`config.mk`:
```
export PLATFORM = sky130hd
export DESIGN_NAME = ata_cordic_step
export DESIGN_NICKNAME = d
export VERILOG_FILES = /design/src/rtl/core/ata_pkg.sv /design/src/rtl/core/ata_cordic_step.sv
export SDC_FILE = /design/constraint.sdc
export NUM_CORES = 1
export LEC_CHECK = 0
export BUFFER_PORTS_ARGS = -buffer_cell sky130_fd_sc_hd__buf_2
export CORE_UTILIZATION = 60
export CTS_CLUSTER_SIZE = 30
export DETAILED_ROUTE_END_ITERATION = 12
export PLACE_DENSITY = 0.82
export SYNTH_ARGS = -nofsm -noshare
export SYNTH_HDL_FRONTEND = slang
export SYNTH_SLANG_ARGS = --single-unit
```
`constraint.sdc`:
```
create_clock -name clk_i -period 15.55 [get_ports clk_i]
set_input_delay 1.555 -clock clk_i [delete_from_list [all_inputs] [get_ports clk_i]]
set_output_delay 1.555 -clock clk_i [all_outputs]
set_load 0.02 [all_outputs]
```
`src/rtl/core/ata_pkg.sv`:
```
// Shared types, constants and the arctangent table of the tilt angle pipeline.
package ata_pkg;

  localparam int DATA_W          = 16;
  localparam int ANGLE_FRAC_BITS = 8;
  localparam int ROTATION_STEPS  = 16;
  localparam int TABLE_LEN       = 24;
  localparam int CORDIC_STEPS    = (ROTATION_STEPS > TABLE_LEN) ? TABLE_LEN : ROTATION_STEPS;
  localparam int TABLE_IDX_W     = $clog2(TABLE_LEN);

  localparam int SUM_W      = 2 * DATA_W;
  localparam int ROOT_W     = SUM_W;
  localparam int SQRT_STEPS = ROOT_W;
  localparam int REM_W      = ROOT_W + 2;
  localparam int TABLE_FRAC = 16;
  localparam int XY_W       = ROOT_W + 4;
  localparam int Z_W        = 25;
  localparam int ZC_W       = 24;

  localparam int LIM_Q16 = 90 << TABLE_FRAC;
  localparam int RND_SH  = TABLE_FRAC - ANGLE_FRAC_BITS;
  localparam int HALF    = 1 << (RND_SH - 1);
  localparam int CAP     = ((90 << ANGLE_FRAC_BITS) > 32767) ? 32767 : (90 << ANGLE_FRAC_BITS);

  typedef struct packed {
    logic [SUM_W-1:0]  rad;
    logic [REM_W-1:0]  rem;
    logic [ROOT_W-1:0] root;
    logic [DATA_W-1:0] mag;
    logic              neg;
  } sqrt_lane_t;

  typedef struct packed {
    logic signed [XY_W-1:0] x;
    logic signed [XY_W-1:0] y;
    logic signed [Z_W-1:0]  z;
    logic                   nz;
    logic                   den_zero;
    logic                   neg;
  } cordic_lane_t;

  // atan(2^-i) in degrees, Q.16, rounded to nearest
  function automatic logic signed [Z_W-1:0] atan_deg_q16(input logic [TABLE_IDX_W-1:0] idx);
    logic signed [Z_W-1:0] v;
    unique case (idx)
      5'd0:    v = 25'sd2949120;
      5'd1:    v = 25'sd1740967;
      5'd2:    v = 25'sd919879;
      5'd3:    v = 25'sd466945;
      5'd4:    v = 25'sd234379;
      5'd5:    v = 25'sd117304;
      5'd6:    v = 25'sd58666;
      5'd7:    v = 25'sd29335;
      5'd8:    v = 25'sd14668;
      5'd9:    v = 25'sd7334;
      5'd10:   v = 25'sd3667;
      5'd11:   v = 25'sd1833;
      5'd12:   v = 25'sd917;
      5'd13:   v = 25'sd458;
      5'd14:   v = 25'sd229;
      5'd15:   v = 25'sd115;
      5'd16:   v = 25'sd57;
      5'd17:   v = 25'sd29;
      5'd18:   v = 25'sd14;
      5'd19:   v = 25'sd7;
      5'd20:   v = 25'sd4;
      5'd21:   v = 25'sd2;
      5'd22:   v = 25'sd1;
      default: v = 25'sd0;
    endcase
    return v;
  endfunction

endpackage

```
`src/rtl/core/ata_cordic_step.sv`:
```
// One registered vectoring rotation of the arctangent pipeline.
module ata_cordic_step (
  input  logic                              clk_i,
  input  logic                              adv_i,
  input  logic [ata_pkg::TABLE_IDX_W-1:0]   shift_i,
  input  ata_pkg::cordic_lane_t             lane_i,
  output ata_pkg::cordic_lane_t             lane_o
);

  ata_pkg::cordic_lane_t        lane_d;
  ata_pkg::cordic_lane_t        lane_q;
  logic signed [ata_pkg::XY_W-1:0] xs;
  logic signed [ata_pkg::XY_W-1:0] ys;
  logic signed [ata_pkg::Z_W-1:0]  at;

  always_comb begin
    xs     = lane_i.x >>> shift_i;
    ys     = lane_i.y >>> shift_i;
    at     = ata_pkg::atan_deg_q16(shift_i);
    lane_d = lane_i;
    // rotate toward the x axis
    if (!lane_i.y[ata_pkg::XY_W-1]) begin
      lane_d.x = lane_i.x + ys;
      lane_d.y = lane_i.y - xs;
      lane_d.z = lane_i.z + at;
    end else begin
      lane_d.x = lane_i.x - ys;
      lane_d.y = lane_i.y + xs;
      lane_d.z = lane_i.z - at;
    end
  end

  always_ff @(posedge clk_i) begin
    if (adv_i) begin
      lane_q <= lane_d;
    end
  end

  assign lane_o = lane_q;

endmodule

```
==> metrics.yaml <==
via_per_inst: 7.05
gp_congestion: 1.01
p_leak_nw: 7.07
ys_ff_latch: 100
netlist_area_sq_mm: 0.0157
instances_no_fill: 2207
port_buffers: 206
row_count: 58
cts_root_buf: "clkbuf_16"
syn-instance-count: 1735
diodes: 0
core_area_sq_mm: 0.0254
wirelength_um: 54700
register_area_sq_mm: 0.00300
cts_tree: "yes"
crit_chain: "buf_4, buf_4, mux2_1, mux4_2, a221oi_1, inv_1, nor4_1, and2_1, nand2_1, o21ai_0, xor2_1, ha_1, nand3_1, or3_1, o31ai_1, o311a_1, o21ai_0, o21ai_0, a211oi_1, xnor2_1"
vdd_drop_max_v: 0.0000818
grt_overflow_total: 0
fp.dieH_um: 164
cp.buffers_inverters: 3
finalSetupTns_ns: 0
ioPinCount: 207
hpwl_um: 41400
p_total_w: 0.00159
grt_pass1_wl_um: 82700
status: "finished clean"
grtUsageTotal: 0.404
critPathSlowestCell: "buf_4"
grt_pass1_vias: 14547
setup_viol: 0
grt_max_degree: 83
grt_antenna_before_repair: 1
firstDrtPassIters: 6
avgSynthCellArea_sq_um: 9.04
hold_viol: 0
first_iter_violations: 2190
synth_warnings: 0
synth_edf_count: 100
stdcell_area_sq_mm: 0.0170
fin_crit_sh: 0.541
worstHoldPathType: "primary input to register"
die-area_sq_mm: 0.0268
crit_path_end_kind: "register"
dpl-instance-area_sq_mm: 0.0167
synth_fp_nets: 1948
maxSlewViolCount: 0
met3_usage: 0.0808
cts_resized: 0
placedCellCount: 2191
wire_per_inst_um: 24.8
timing.fmax_ghz: 0.119
cts_made_buffers: 9
setup_slack_ns: 7.14
drv_cap: 0
worst_pin_slew_ns: 1.03
ys_types: 99
postCtsSetupBuffers: 0
yosysSeqAreaShare: 0.191
fill_cells: 2133
cts_hold_buf: 0
largest_register_ffs: 100
met2_usage: 0.636
period_needed_ns: 8.41
arrival_ns: 8.53
async_flop_share: 0
busiest_layer: "met2"
ant_nets: 0
drc: 0
chipWidth_um: 164
crit_family: "compound AO/OA/AOI/OAI gates"
critPathRequiredTime_ns: 15.67
path_common_cell: "o21ai_0"
synth_ff_type: "edfxtp_1"
h-tree-depth: 3
syn2layout_area_growth_pct: 8.42
drive_gt1_frac: 0.214
cts_buffer_depth: 2
num_vias: 15561
cp_max_fo: 82
use_met1: 0.532
relSlewSlack: 0.312
slowest_delay_ns: 0.75
initial_core_util: 0.617
post-place-ws_ns: 6.94
worst-setup-path-type: "primary input to register"
clkTransAtPathRegs_ns: 0.09
cts.sinks: 100
multi_input_area_sq_mm: 0.0119
rsz0062_at_grt: "false"
nets: 2085
startpoint_type: "primary input"
power_density_mw_per_mm2: 93.5
==> synth_stat cells (all sizes together) (26+ instances only) <==
master / number / area (sq um)
edfxtp: 100 / 3000
a21oi: 144 / 721
ha: 103 / 1290
o22ai: 29 / 181
xor2: 58 / 508
nand2: 124 / 468
o21ai: 91 / 455
a21o: 42 / 315
nand3: 26 / 135
clkbuf: 35 / 131
mux2: 43 / 510
mux2i: 89 / 891
mux4: 88 / 1980
a31oi: 33 / 206
xnor2: 98 / 858
inv: 59 / 221
nor3: 28 / 160
nor2: 145 / 544
buf: 62 / 419
==> layout make-up <==
cell class,count,area share
multi-input combinational,1478,0.700
sequential,100,0.177
timing repair buffer,223,0.0690
tap,330,0.0243
clock buffer,9,0.0132
inverter,60,0.0132
clock inverter,7,0.00353
==> cell families (layout without fill, tap and decap cells) <==
logic type / Yosys count / after routing / synth area share
flops: 100 / 100 / 0.191
fa+ha+maj: 106 / 106 / 0.0860
mux: 220 / 220 / 0.216
simple gates: 480 / 480 / 0.156
xor+xnor: 156 / 156 / 0.0871
buf+inv: 157 / 299 / 0.0495
compound gates: 516 / 516 / 0.214
==> final timing paths <==
| path | start | cells past startpoint | slack (ns) | end |
|---|---|---|---|---|
| max | shift_i[2] | 20 | 7.14 | lane_o[99]$_DFFE_PP_ |
| min | lane_i[0] | 1 | 1.35 | lane_o[0]$_DFFE_PP_ |
==> metal layers <==
| layer | vias up | share of wire |
|---|---|---|
| met3 | 174 | 0.12 |
| met2 | 1072 | 0.45 |
| met1 | 7386 | 0.38 |
| met4 | 0 | 0.049 |
| li1 | 6929 | - |
| met5 | - | 0 |
==> layout by cell type (no fill, tap or decap), types with 24 or more instances in the layout <==
cell and n:
a21oi_1 144, nand2b_1 25, nand2_1 123, nor2b_1 24, o21ai_0 88, xnor2_1 98, mux4_2 88, mux2i_1 89
edfxtp_1 100, nor2_1 145, buf_2 202, a31oi_1 33, ha_1 103, o22ai_1 29, mux2_2 27, nor3_1 24
nand3_1 25, xor2_1 58, inv_1 58, a211oi_1 25, a21o_1 42
==> where the power goes <==
part	internal (W)	total [W]	switching, W
logic	0.000359	0.000936	0.000577
clock network	0.000111	0.000237	0.000126
registers	0.000399	0.000416	0.0000170
==> metrics by stage <==
step	hold slack [ns]	util
global route	1.35	0.669
global placement	1.73	0.658
finish	1.35	0.669
detailed placement	1.74	0.658
CTS	1.35	0.669
floorplan	1.65	-
No activity file was read; power rests on OpenSTA's default activity.
