--- config.mk ---
export PLATFORM = sky130hd
export DESIGN_NAME = ata_sqrt_step
export DESIGN_NICKNAME = d
export VERILOG_FILES = /design/src/rtl/core/ata_pkg.sv /design/src/rtl/core/ata_sqrt_step.sv
export SDC_FILE = /design/constraint.sdc
export NUM_CORES = 1
export LEC_CHECK = 0
export BUFFER_PORTS_ARGS = -buffer_cell sky130_fd_sc_hd__buf_2
export CORE_MARGIN = 2
export CORE_UTILIZATION = 30
export CTS_CLUSTER_DIAMETER = 30
export DETAILED_ROUTE_END_ITERATION = 10
export PLACE_DENSITY = 0.53
export SYNTH_ARGS = -nofsm -noshare
export SYNTH_HDL_FRONTEND = slang
export SYNTH_SLANG_ARGS = --single-unit
--- constraint.sdc ---
create_clock -name clk_i -period 5 [get_ports clk_i]
set_input_delay 1.25 -clock clk_i [delete_from_list [all_inputs] [get_ports clk_i]]
set_output_delay 1.25 -clock clk_i [all_outputs]
set_load 0.05 [all_outputs]
--- src/rtl/core/ata_pkg.sv ---
// Shared types, constants and the arctangent table of the tilt angle pipeline.
package ata_pkg;

  localparam int DATA_W          = 16;
  localparam int ANGLE_FRAC_BITS = 8;
  localparam int ROTATION_STEPS  = 16;
  localparam int TABLE_LEN       = 24;
  localparam int CORDIC_STEPS    = (ROTATION_STEPS > TABLE_LEN) ? TABLE_LEN : ROTATION_STEPS;
  localparam int TABLE_IDX_W     = $clog2(TABLE_LEN);

  localparam int SUM_W      = 2 * DATA_W;
  localparam int ROOT_W     = SUM_W;
  localparam int SQRT_STEPS = ROOT_W;
  localparam int REM_W      = ROOT_W + 2;
  localparam int TABLE_FRAC = 16;
  localparam int XY_W       = ROOT_W + 4;
  localparam int Z_W        = 25;
  localparam int ZC_W       = 24;

  localparam int LIM_Q16 = 90 << TABLE_FRAC;
  localparam int RND_SH  = TABLE_FRAC - ANGLE_FRAC_BITS;
  localparam int HALF    = 1 << (RND_SH - 1);
  localparam int CAP     = ((90 << ANGLE_FRAC_BITS) > 32767) ? 32767 : (90 << ANGLE_FRAC_BITS);

  typedef struct packed {
    logic [SUM_W-1:0]  rad;
    logic [REM_W-1:0]  rem;
    logic [ROOT_W-1:0] root;
    logic [DATA_W-1:0] mag;
    logic              neg;
  } sqrt_lane_t;

  typedef struct packed {
    logic signed [XY_W-1:0] x;
    logic signed [XY_W-1:0] y;
    logic signed [Z_W-1:0]  z;
    logic                   nz;
    logic                   den_zero;
    logic                   neg;
  } cordic_lane_t;

  // atan(2^-i) in degrees, Q.16, rounded to nearest
  function automatic logic signed [Z_W-1:0] atan_deg_q16(input logic [TABLE_IDX_W-1:0] idx);
    logic signed [Z_W-1:0] v;
    unique case (idx)
      5'd0:    v = 25'sd2949120;
      5'd1:    v = 25'sd1740967;
      5'd2:    v = 25'sd919879;
      5'd3:    v = 25'sd466945;
      5'd4:    v = 25'sd234379;
      5'd5:    v = 25'sd117304;
      5'd6:    v = 25'sd58666;
      5'd7:    v = 25'sd29335;
      5'd8:    v = 25'sd14668;
      5'd9:    v = 25'sd7334;
      5'd10:   v = 25'sd3667;
      5'd11:   v = 25'sd1833;
      5'd12:   v = 25'sd917;
      5'd13:   v = 25'sd458;
      5'd14:   v = 25'sd229;
      5'd15:   v = 25'sd115;
      5'd16:   v = 25'sd57;
      5'd17:   v = 25'sd29;
      5'd18:   v = 25'sd14;
      5'd19:   v = 25'sd7;
      5'd20:   v = 25'sd4;
      5'd21:   v = 25'sd2;
      5'd22:   v = 25'sd1;
      default: v = 25'sd0;
    endcase
    return v;
  endfunction

endpackage

--- src/rtl/core/ata_sqrt_step.sv ---
// One registered digit step of the pipelined integer square root.
module ata_sqrt_step (
  input  logic                clk_i,
  input  logic                adv_i,
  input  ata_pkg::sqrt_lane_t lane_i,
  output ata_pkg::sqrt_lane_t lane_o
);

  ata_pkg::sqrt_lane_t         lane_d;
  ata_pkg::sqrt_lane_t         lane_q;
  logic [ata_pkg::REM_W+1:0]   acc;
  logic [ata_pkg::REM_W+1:0]   trial;
  logic [ata_pkg::REM_W+1:0]   diff;

  always_comb begin
    acc    = {lane_i.rem, lane_i.rad[ata_pkg::SUM_W-1 -: 2]};
    trial  = {2'b00, lane_i.root, 2'b01};
    diff   = acc - trial;
    lane_d = lane_i;
    lane_d.rad = {lane_i.rad[ata_pkg::SUM_W-3:0], 2'b00};
    if (acc >= trial) begin
      lane_d.rem  = diff[ata_pkg::REM_W-1:0];
      lane_d.root = {lane_i.root[ata_pkg::ROOT_W-2:0], 1'b1};
    end else begin
      lane_d.rem  = acc[ata_pkg::REM_W-1:0];
      lane_d.root = {lane_i.root[ata_pkg::ROOT_W-2:0], 1'b0};
    end
  end

  always_ff @(posedge clk_i) begin
    if (adv_i) begin
      lane_q <= lane_d;
    end
  end

  assign lane_o = lane_q;

endmodule

==> results.txt <==
outcome -> completed
Hold Path Class -> input port to flop
Layout fillers -> 1941
Final Max Tran Viols -> 0
HPWL after detailed placement -> 12.43 mm
FF+latch count, synth -> 113
Min Hold Slack -> 1.009 ns
CP Cell Sequence -> buf_2 -> inv_1 -> ha_1 -> nor2b_1 -> o31a_1 -> o21ai_0 -> o211ai_1 -> a211oi_1 -> o21a_2 -> clkinv_2 -> mux2_4
Total Routed Length -> 15.88 mm
number of enable flip-flop cells after synthesis -> 113
fin crit share -> 0.7605
VDD IR-drop max -> 220.3 uV
average size of a mapped cell -> 11.92 sq um
top_reg_cell synth -> edfxtp_1
layout cells sized above 1 -> 0.3881
area leader, netlist -> edfxtp_1
clock transition at the registers of the reported paths -> 0.06 ns
Max FO, Critical Path -> 30
gr ovfl total -> 0
CTS sink count -> 113
number of port buffers -> 229
first-pass GRT wire length -> 24.12 mm
GRT Overall Usage -> 0.1525
# DRC -> 0
post-cts repair resize count -> 0
Pwr Density -> 409.2 nW/um^2
Setup violations, final -> 0
RSZ-0062 raised after global routing -> false
CTS root buffer -> clkbuf_16
final hold vios -> 0
nature of the critical path startpoint -> input port
family with the most delay on the worst path -> compound AO/OA/AOI/OAI gates
via count -> 4644
Rows -> 51
Area Growth Syn to Fin -> 34.03%
Ports -> 232
CTS tree -> built
synth top area cells -> edfxtp_1 (58%), ha_1 (7.3%), nand2_1 (3.7%)
fmax -> 263.0 MHz
H-tree levels -> 4
Routability Congestion -> 0.8303
setup TNS -> 0 ns
Post-synth ARST share -> 0
Critical-path top delay cell -> o21a_2
max reg flops -> 113
Lkg Pwr -> 3.477 nW
routed len/inst -> 15.77 microns
DR pass1 iterations -> 5
crit-path max cell delay -> 0.55 ns
largest net degree at the start of global routing -> 62
# nets final -> 880
Die Y-Extent -> 143.8 microns
Netlist Area Pre-Place -> 5864 sq um
Synth Warn # -> 0
max-capacitance violation count -> 0
count of cell types in the netlist -> 62
cells after synthesis -> 492
WP data arrival -> 3.96 ns
Rel. slew slack -> 0.4981
Via-to-Cell Ratio -> 4.612
Synth top area share -> 0.5786
required time worst endpoint -> 5.16 ns
most common library cells after synthesis -> edfxtp_1 (113), nand2_1 (58), inv_1 (42), o21ai_0 (41), ha_1 (34)
Clock Path Buffers -> 2
Bufs and invs on worst path -> 3
DRT iter0 DRCs -> 205
most common cell in the synthesized netlist -> edfxtp_1
number of global-route vias before repair -> 4743
CP Class -> input port to flop
critical path endpoint category -> flop
sequential share of the synthesized area -> 0.5786
cts bufs inserted -> 17
Setup Fix Bufs, Post-CTS -> 0
Die Width -> 143.8 microns
initial antenna violation count -> 0
Core Region -> 19330 sq um
Die ar. -> 20680 sq um
# diodes -> 0
starting density of the core -> 0.3033
hold buffer count at CTS -> 0
post-layout min period -> 3.802 ns
slew of the pin with the lowest slew margin -> 0.7529 ns
antenna-violating nets left -> 0
## metal layers
metal / part of all wire / track usage
met3: 0.088 / 0.05332
met4: 0.0065 / 0.04438
met2: 0.49 / 0.2639
met1: 0.42 / 0.1786
met5: 0 / 0
## final cells by class
class / count / area (sq um) / share of cell area
Clock buffer: 17 / 425.4 / 0.05412
Clock inverter: 15 / 150.1 / 0.01910
Multi-Input combinational cell: 321 / 2218 / 0.2822
Sequential cell: 113 / 3393 / 0.4317
Tap cell: 265 / 331.6 / 0.04218
Inverter: 43 / 162.7 / 0.02069
Timing Repair Buffer: 233 / 1179 / 0.1500
## stage by stage
stage                     utilization  power (W)  setup slack, ns  instance area (sq um)  std cells
after floorplan                     -   0.001824            1.491                   5868        493
after global placement         0.3768   0.002048           0.8163                   7284        975
after detailed placement       0.3768   0.002057           0.7265                   7284        975
after CTS                      0.4065   0.003263            1.161                   7860       1007
after global routing           0.4065   0.003362           0.9672                   7860       1007
final                          0.4065   0.003217            1.198                   7860       1007
## report_power, final
part           switching [W]  internal, W  leakage (nW)  total [W]
Combinational       0.000613     0.000228          2.10   0.000841
Clock               0.000486     0.000699         0.276    0.00119
Sequential         0.0000259      0.00116          1.11    0.00119
Total                0.00112      0.00209          3.48    0.00322
## kinds of logic (layout without fill, tap and decap cells)
| logic type | count (synthesis) | count (layout) | synth area share |
|---|---|---|---|
| xor+xnor | 27 | 27 | 0.04032 |
| buf+inv | 59 | 308 | 0.04395 |
| compound gates | 133 | 133 | 0.1590 |
| fa+ha+maj | 34 | 34 | 0.07254 |
| flops | 113 | 113 | 0.5786 |
| mux | 5 | 5 | 0.009387 |
| other cells | 1 | 2 | 0.0006395 |
| simple gates | 120 | 120 | 0.09559 |
## final timing paths
path / startpoint / slack (ns) / depth (start not counted) / endpoint
max: lane_i[17] / 1.20 / 11 / lane_o[76]
min: lane_i[14] / 1.01 / 1 / lane_o[14]
## cell usage in the layout, fill, tap and decap left out, types with 3 or more instances in the layout
master / instances
o21ai_1: 4
inv_1: 42
a21oi_1: 28
nand3_1: 6
o41ai_2: 3
nand2b_1: 5
buf_4: 5
a21o_1: 19
and2_1: 3
o21ai_0: 41
a31oi_1: 4
xnor2_1: 14
nor2_1: 18
buf_2: 228
inv_6: 6
ha_1: 34
nand2_1: 58
and3_2: 3
xor2_1: 13
nor3_1: 10
nand4_1: 6
mux2i_1: 4
o31ai_1: 4
edfxtp_1: 113
clkinvlp_4: 3
clkbuf_16: 17
(Power assumes the default switching activity.)
