`config.mk`:
```
export PLATFORM = sky130hd
export DESIGN_NAME = ata_angle_out
export DESIGN_NICKNAME = d
export VERILOG_FILES = /design/src/rtl/core/ata_pkg.sv /design/src/rtl/core/ata_angle_out.sv
export SDC_FILE = /design/constraint.sdc
export NUM_CORES = 1
export LEC_CHECK = 0
export ABC_CLOCK_PERIOD_IN_PS = 5600
export BUFFER_PORTS_ARGS = -buffer_cell sky130_fd_sc_hd__buf_2
export CORE_UTILIZATION = 40
export DETAILED_ROUTE_END_ITERATION = 12
export PLACE_DENSITY = 0.84
export SETUP_SLACK_MARGIN = 0.1
export SLEW_MARGIN = 10
export SYNTH_ARGS = -nofsm -noshare
export SYNTH_HDL_FRONTEND = slang
export SYNTH_SLANG_ARGS = --single-unit
```
`constraint.sdc`:
```
create_clock -name vclk -period 5.6
set_clock_uncertainty 0.15 [all_clocks]
set_input_delay 0.28 -clock vclk [all_inputs]
set_output_delay 0.28 -clock vclk [all_outputs]
set_load 0.02 [all_outputs]
```
`src/rtl/core/ata_pkg.sv`:
```
// Shared types, constants and the arctangent table of the tilt angle pipeline.
package ata_pkg;

  localparam int DATA_W          = 16;
  localparam int ANGLE_FRAC_BITS = 8;
  localparam int ROTATION_STEPS  = 16;
  localparam int TABLE_LEN       = 24;
  localparam int CORDIC_STEPS    = (ROTATION_STEPS > TABLE_LEN) ? TABLE_LEN : ROTATION_STEPS;
  localparam int TABLE_IDX_W     = $clog2(TABLE_LEN);

  localparam int SUM_W      = 2 * DATA_W;
  localparam int ROOT_W     = SUM_W;
  localparam int SQRT_STEPS = ROOT_W;
  localparam int REM_W      = ROOT_W + 2;
  localparam int TABLE_FRAC = 16;
  localparam int XY_W       = ROOT_W + 4;
  localparam int Z_W        = 25;
  localparam int ZC_W       = 24;

  localparam int LIM_Q16 = 90 << TABLE_FRAC;
  localparam int RND_SH  = TABLE_FRAC - ANGLE_FRAC_BITS;
  localparam int HALF    = 1 << (RND_SH - 1);
  localparam int CAP     = ((90 << ANGLE_FRAC_BITS) > 32767) ? 32767 : (90 << ANGLE_FRAC_BITS);

  typedef struct packed {
    logic [SUM_W-1:0]  rad;
    logic [REM_W-1:0]  rem;
    logic [ROOT_W-1:0] root;
    logic [DATA_W-1:0] mag;
    logic              neg;
  } sqrt_lane_t;

  typedef struct packed {
    logic signed [XY_W-1:0] x;
    logic signed [XY_W-1:0] y;
    logic signed [Z_W-1:0]  z;
    logic                   nz;
    logic                   den_zero;
    logic                   neg;
  } cordic_lane_t;

  // atan(2^-i) in degrees, Q.16, rounded to nearest
  function automatic logic signed [Z_W-1:0] atan_deg_q16(input logic [TABLE_IDX_W-1:0] idx);
    logic signed [Z_W-1:0] v;
    unique case (idx)
      5'd0:    v = 25'sd2949120;
      5'd1:    v = 25'sd1740967;
      5'd2:    v = 25'sd919879;
      5'd3:    v = 25'sd466945;
      5'd4:    v = 25'sd234379;
      5'd5:    v = 25'sd117304;
      5'd6:    v = 25'sd58666;
      5'd7:    v = 25'sd29335;
      5'd8:    v = 25'sd14668;
      5'd9:    v = 25'sd7334;
      5'd10:   v = 25'sd3667;
      5'd11:   v = 25'sd1833;
      5'd12:   v = 25'sd917;
      5'd13:   v = 25'sd458;
      5'd14:   v = 25'sd229;
      5'd15:   v = 25'sd115;
      5'd16:   v = 25'sd57;
      5'd17:   v = 25'sd29;
      5'd18:   v = 25'sd14;
      5'd19:   v = 25'sd7;
      5'd20:   v = 25'sd4;
      5'd21:   v = 25'sd2;
      5'd22:   v = 25'sd1;
      default: v = 25'sd0;
    endcase
    return v;
  endfunction

endpackage

```
`src/rtl/core/ata_angle_out.sv`:
```
// Clamp, round, saturate and sign one accumulated angle.
module ata_angle_out (
  input  ata_pkg::cordic_lane_t lane_i,
  output logic signed [15:0]    angle_o
);

  logic [ata_pkg::ZC_W-1:0] zc;
  logic [ata_pkg::ZC_W:0]   rnd;
  logic [ata_pkg::ZC_W:0]   shr;
  logic [15:0]              mag;

  always_comb begin
    if (lane_i.den_zero) begin
      zc = ata_pkg::ZC_W'(ata_pkg::LIM_Q16);
    end else if (lane_i.z < 0) begin
      zc = '0;
    end else if (lane_i.z > ata_pkg::Z_W'(ata_pkg::LIM_Q16)) begin
      zc = ata_pkg::ZC_W'(ata_pkg::LIM_Q16);
    end else begin
      zc = lane_i.z[ata_pkg::ZC_W-1:0];
    end
    rnd = {1'b0, zc} + (ata_pkg::ZC_W+1)'(ata_pkg::HALF);
    shr = rnd >> ata_pkg::RND_SH;
    if (shr > (ata_pkg::ZC_W+1)'(ata_pkg::CAP)) begin
      mag = 16'(ata_pkg::CAP);
    end else begin
      mag = shr[15:0];
    end
    if (!lane_i.nz) begin
      angle_o = '0;
    end else if (lane_i.neg) begin
      angle_o = -$signed(mag);
    end else begin
      angle_o = $signed(mag);
    end
  end

endmodule

```
==> results of run 1 <==
-- cells in the mapped netlist, drive strengths merged (2+ instances only) --
cell      n  area share (%)
a22o      2             1.5
and4      5             3.5
nand4     7             3.8
ha        2             1.9
o31ai     3             3.8
a21oi     7             2.9
and2      3             1.4
mux2i     2             1.5
nor3     13             4.9
or3       5             2.4
nor2     25             7.1
inv       7             2.0
nor3b     2             1.1
o21a      2             1.1
buf       7             3.7
nand2b    3             1.4
a211oi    2             1.1
o31a      2             1.3
a31oi     6             2.8
o22ai     2            0.94
a211o     2             1.3
a41oi     2             1.3
nor4      7             4.2
nand3    11             4.5
nand2    23             6.5
xnor2    10             6.6
o2111ai   3             2.5
clkbuf    4             1.1
o21ai     6             2.3
a2bb2oi   2             1.3
xor2      8             5.3
and3      3             1.4
or2       2            0.94
-- per-layer routing --
metal  track usage [%]  wire (um)  share of wire [%]  vias to the layer above
met3             0.655        257                6.9                        2
met1              29.4       1710                 46                      769
met2              36.1       1720                 46                       68
met4              3.99         19               0.51                        0
met5                 0          0                  0                        -
li1                  -          -                  -                      861
-- power by group --
group / switching [mW] / total [mW] / leakage (nW) / internal (mW)
Combinational: 0.0682 / 0.109 / 0.597 / 0.0405
Clock: 0 / 0 / 0 / 0
Sequential: 0 / 0 / 0 / 0
-- what timing repair did --
item,CTS,global route
setup endpoints to repair,0,5
setup buffers,0,0
resized for setup,0,2
-- stage by stage --
stage          utilization [%]  power [mW]  hold WS (ps)  setup slack (ps)
6_report                  50.7       0.109           839               597
5_1_grt                   50.7       0.119           852               144
4_1_cts                   50.2       0.106           828               440
3_5_place_dp              50.2       0.106           826               442
3_3_place_gp              50.2       0.104           826               522
2_1_floorplan                -      0.0733           582               712
-- cell type report --
class	instances	area (um^2)	share of cell area (%)
multi-input cells	188	1240	79.2
repair buffers	47	243	15.4
well taps	44	55.1	3.50
inverters	8	30.0	1.91
-- path summary, 6_finish.rpt --
kind,endpoint,cells past startpoint
max,angle_o[10],19
min,angle_o[9],3
-- layout by cell type (no fill, tap or decap), types with 2 or more instances in the layout --
master	netlist	final
and4_1	4	4
ha_1	2	2
a21oi_1	6	6
o31a_1	2	2
nand2_1	23	23
nand4_1	6	6
and3_1	3	3
nor2_1	25	25
or3_1	5	5
o21ai_0	3	3
and2_1	3	3
o21ai_1	3	3
a31oi_1	6	6
o31ai_4	2	2
o22ai_1	2	2
nand3_1	10	10
nand2b_1	3	3
o21a_1	2	2
nor3b_1	2	2
nor4_2	2	2
a211oi_1	2	2
a41oi_1	2	2
nor3_1	13	13
a211o_1	2	2
a22o_2	2	2
buf_2	3	44
nor4_1	5	5
xor2_1	8	8
o2111ai_1	2	2
buf_4	3	3
xnor2_1	10	10
mux2i_1	2	2
inv_1	7	7
-- logic make-up (layout without fill, tap and decap cells) --
kind of cell,count (synthesis),in the layout,synth area share [%]
compound gates,53,53,31.8
mux,2,2,1.51
fa+ha+maj,2,2,1.89
buf+inv,19,55,7.08
xor+xnor,18,18,11.9
simple gates,113,113,45.8
==> flow_summary_export.csv, run 1 <==
group,metric,value,unit
logic_synthesis,synth_area,1330,um^2
sta,slew_viol_final,0,
setup_path,path_max_fanout,15,
clock_tree,cts_hold_buf,0,
pwr,leakagePower,0.597,nW
die,core,3100,um^2
final_layout,final_area,1570,um^2
global_routing,overflow,0,
job,max-cap-violations,0,
pwr,powerDensity,69.1,nW/um^2
final_layout,n_fill_cell,352,
sta,min_period,5000,ps
sta,finalHoldViolCount,0,
die,io_pins,116,
die,die_w,59.6,um
setup_path,end_kind,"primary output",
setup_path,startpoint,"lane_i[10]",
final_layout,fin_nets,347,
die,rows,20,
logic_synthesis,seq_area_frac_synth,0,%
detailed_routing,drtIter0Drc,75,
placement,dpl.cell_count,287,
sta,maxSlewHeadroom,42.6,%
min_path,hp-start,"lane_i[2]",
sta,setup_violations,0,
placement,placed_area,1560,um^2
setup_path,start_kind,"input port",
setup_path,path_cells,"buf_2 -> nor4_1 -> and4_1 -> a22o_2 -> and2_1 -> ha_1 -> nand4_1 -> nor4_2 -> xor2_1 -> and2_1 -> nor2_1 -> a21oi_4 -> or2_2 -> ha_1 -> nand2b_1 -> o41ai_1 -> xnor2_1 -> nor2_1 -> buf_2",
global_routing,antenna_found_initial,0,
status,status,"finished clean",
placement,dp_hpwl,3.00,mm
setup_path,path_buf_inv,2,
final_layout,seq_cells,0,
global_routing,grt_pass1_vias,1436,
logic_synthesis,yosysWarnings,0,
setup_path,path_delay_family,"simple AND/OR/NAND/NOR gates",
sta,max_freq,200,MHz
final_layout,clkbuf_count,0,
logic_synthesis,ys_types,61,
placement,place_congestion,0.940,
global_routing,grt_max_degree,16,
sta,period_share,89.3,%
detailed_routing,routed_via_density,5.92,
final_layout,layoutNonFillerInstCount,287,
logic_synthesis,syn_nets,309,
pwr,ir_drop,27.7,uV
final_layout,ff_latch_area,0,um^2
detailed_routing,wire_per_inst,12.9,um
logic_synthesis,syn-instance-count,207,
detailed_routing,postRouteAntennaNets,0,
sta,tightest_slew,862,ps
setup_path,crit_type,"input port to primary output",
detailed_routing,drc,0,
setup_path,crit_required,5170,ps
die,floorplan.die_area,3550,um^2
setup_path,slowest_stage,"nor4_1",
final_layout,syn_to_final_growth,18.7,%
sta,tns,0,ps
detailed_routing,via_count,1700,
detailed_routing,wl,3.71,mm
setup_path,cpPeakStageDelay,400,ps
global_routing,grt_pass1_wl,6.07,mm
die,die_h,59.6,um
global_routing,grtUsageTotal,21.0,%
final_layout,diodes,0,
final_layout,layout-drive-gt1-share,24.7,%
min_path,hold_class,"input port to primary output",
placement,portBuffers,44,
logic_synthesis,syn_area_per_cell,6.40,um^2
detailed_routing,first_pass_iters,4,
die,initial_core_util,42.7,%
setup_path,crit_arrival,4570,ps
sta,rsz0062_at_grt,"false",
(Power assumes the default switching activity.)
==> run 2, diff against run 1 <==
--- a/config.mk
+++ b/config.mk
@@ -5,12 +5,12 @@
 export SDC_FILE = /design/constraint.sdc
 export NUM_CORES = 1
 export LEC_CHECK = 0
-export ABC_CLOCK_PERIOD_IN_PS = 5600
+export ABC_CLOCK_PERIOD_IN_PS = 5850
 export BUFFER_PORTS_ARGS = -buffer_cell sky130_fd_sc_hd__buf_2
-export CORE_UTILIZATION = 40
+export CORE_UTILIZATION = 43
 export DETAILED_ROUTE_END_ITERATION = 12
-export PLACE_DENSITY = 0.84
-export SETUP_SLACK_MARGIN = 0.1
+export PLACE_DENSITY = 0.9
+export SETUP_SLACK_MARGIN = 0.15
 export SLEW_MARGIN = 10
 export SYNTH_ARGS = -nofsm -noshare
 export SYNTH_HDL_FRONTEND = slang
==> constraint.sdc (replaced) <==
create_clock -name vclk -period 5.85
set_clock_uncertainty 0.15 [all_clocks]
set_input_delay 0.2925 -clock vclk [all_inputs]
set_output_delay 0.2925 -clock vclk [all_outputs]
set_load 0.02 [all_outputs]
==> run 2 against run 1 <==
Compared with the run above: sequential share of layout area unchanged; first-iteration DRC count up 68%; largest cell class unchanged; critical path depth is the same; highest routed layer unchanged; die area decreased by 6.7%; utilization up 3.3 points; clock-buffer cell count stayed put; global-route usage rose by 1.3 points; setup slack worse by 19 ps; design area is 2.9% lower; flip-flop and latch count unchanged; combinational power shrank 6%; the flow now finishes with violations (DRC); cell count decreased by 5.2%; critical path type unchanged.
==> flow_summary_export.csv, run 2 (synthesis results as in run 1) <==
group,metric,value,unit
placement,dp_hpwl,3.09,mm
setup_path,start_kind,"input port",
pwr,pwr-share-seq,0,%
pwr,ir_drop,32.4,uV
die,initial_core_util,46.8,%
final_layout,mostFrequentLayoutCells,"buf_2 (44), nor2_1 (25), nand2_1 (23), nor3_1 (13)",
final_layout,clkbuf_count,0,
die,die_w,57.5,um
detailed_routing,drc,5,
global_routing,overflow,0,
pwr,clkPwrFrac,0,%
clock_tree,cts-resized-gates,0,
setup_path,crit_required,5410,ps
pwr,p_sw_share,63.3,%
pwr,powerDensity,66.5,nW/um^2
clock_tree,post_cts_buffers,0,
die,core,2830,um^2
detailed_routing,drtIter0Drc,126,
sta,min_period,5270,ps
min_path,hp-start,"lane_i[2]",
pwr,p_sw,0.0643,mW
final_layout,layoutNonFillerInstCount,272,
global_routing,grt_pass1_wl,6.19,mm
final_layout,diodes,0,
sta,tns,0,ps
global_routing,grt_pass1_vias,1480,
setup_path,end_kind,"primary output",
job,max-cap-violations,0,
setup_path,crit_type,"input port to primary output",
detailed_routing,first_pass_iters,8,
final_layout,fin_nets,345,
final_layout,syn_to_final_growth,15.3,%
global_routing,grtUsageTotal,22.4,%
detailed_routing,via_count,1732,
global_routing,grt_max_degree,16,
placement,portBuffers,44,
min_path,min_path_cells,3,
pwr,leakagePower,0.585,nW
detailed_routing,wire_per_inst,13.9,um
detailed_routing,routed_via_density,6.37,
final_layout,final_common_cell,"buf_2",
pwr,comb_power_share,100.0,%
setup_path,crit_arrival,4830,ps
sta,max_freq,190,MHz
die,rows,19,
detailed_routing,postRouteAntennaNets,0,
sta,period_share,90.1,%
sta,maxSlewHeadroom,46.2,%
pwr,p_int,0.0373,mW
die,floorplan.die_area,3310,um^2
sta,rsz0062_at_grt,"false",
setup_path,path_max_fanout,15,
placement,place_congestion,0.894,
detailed_routing,wl,3.78,mm
min_path,hold_class,"input port to primary output",
sta,slew_viol_final,0,
final_layout,ff_latch_area,0,um^2
sta,finalHoldViolCount,0,
min_path,holdPathEnd,"angle_o[9]",
status,violations,"DRC",
final_layout,seq_cells,0,
die,io_pins,116,
global_routing,antenna_found_initial,0,
clock_tree,cts_hold_buf,0,
status,status,"finished, violations left",
final_layout,n_fill_cell,306,
sta,setup_violations,0,
sta,tightest_slew,807,ps
placement,dpl.cell_count,272,
final_layout,layout-drive-gt1-share,23.7,%
die,die_h,57.5,um
[run 2: worst max-delay path: stages]
cell	delay, ps
buf_2	120
nor4_1	420
and4_1	280
a22o_2	180
and2_1	130
ha_1	270
nand4_1	300
nor4_1	290
a211oi_1	100
a2bb2oi_1	370
o2111ai_2	200
a21oi_2	500
or2_2	210
ha_1	270
nand2b_1	160
o41ai_1	320
xnor2_1	130
nor2_1	90
buf_2	170
[run 2: worst max-delay path by stage]
| stage | to | slack, ps | from | cells after the start |
|---|---|---|---|---|
| floorplan | angle_o[8] | 940 | lane_i[15] | 21 |
| global placement | angle_o[10] | 760 | lane_i[10] | 19 |
| detailed placement | angle_o[10] | 610 | lane_i[10] | 19 |
| CTS | angle_o[10] | 600 | lane_i[10] | 19 |
| global route | angle_o[10] | 170 | lane_i[15] | 19 |
| finish | angle_o[10] | 580 | lane_i[10] | 19 |
[run 2: area by class of cell]
cell class	instances	area (um^2)	share of cell area, %
repair buffers	45	228	14.9
inverters	8	30.0	1.97
multi-input cells	188	1230	80.6
well taps	31	38.8	2.54
[run 2: power groups by stage]
| stage | registers, mW | clock network (mW) | logic (mW) |
|---|---|---|---|
| after global placement | 0 | 0 | 0.0986 |
| after detailed placement | 0 | 0 | 0.101 |
| after floorplan | 0 | 0 | 0.0702 |
| after CTS | 0 | 0 | 0.101 |
| final | 0 | 0 | 0.102 |
| after global routing | 0 | 0 | 0.111 |
[run 2: through the flow]
step                      area [um^2]  utilization [%]  total power [mW]  worst slack, ps  hold WS, ps
after global placement           1530             54.0            0.0986              759          847
after global routing             1530             54.0             0.111              165          859
after detailed placement         1530             54.0             0.101              611          845
after floorplan                  1330                -            0.0702              937          607
final                            1530             54.0             0.102              579          843
after CTS                        1530             54.0             0.101              598          846
[run 2: metal layers]
| metal | vias up | wire length, um | global-route usage, % |
|---|---|---|---|
| met2 | 78 | 1850 | 40.9 |
| met4 | 0 | 41 | 5.23 |
| met5 | - | 0 | 0 |
| met1 | 794 | 1600 | 28.7 |
| met3 | 4 | 279 | 0.907 |
| li1 | 856 | - | - |
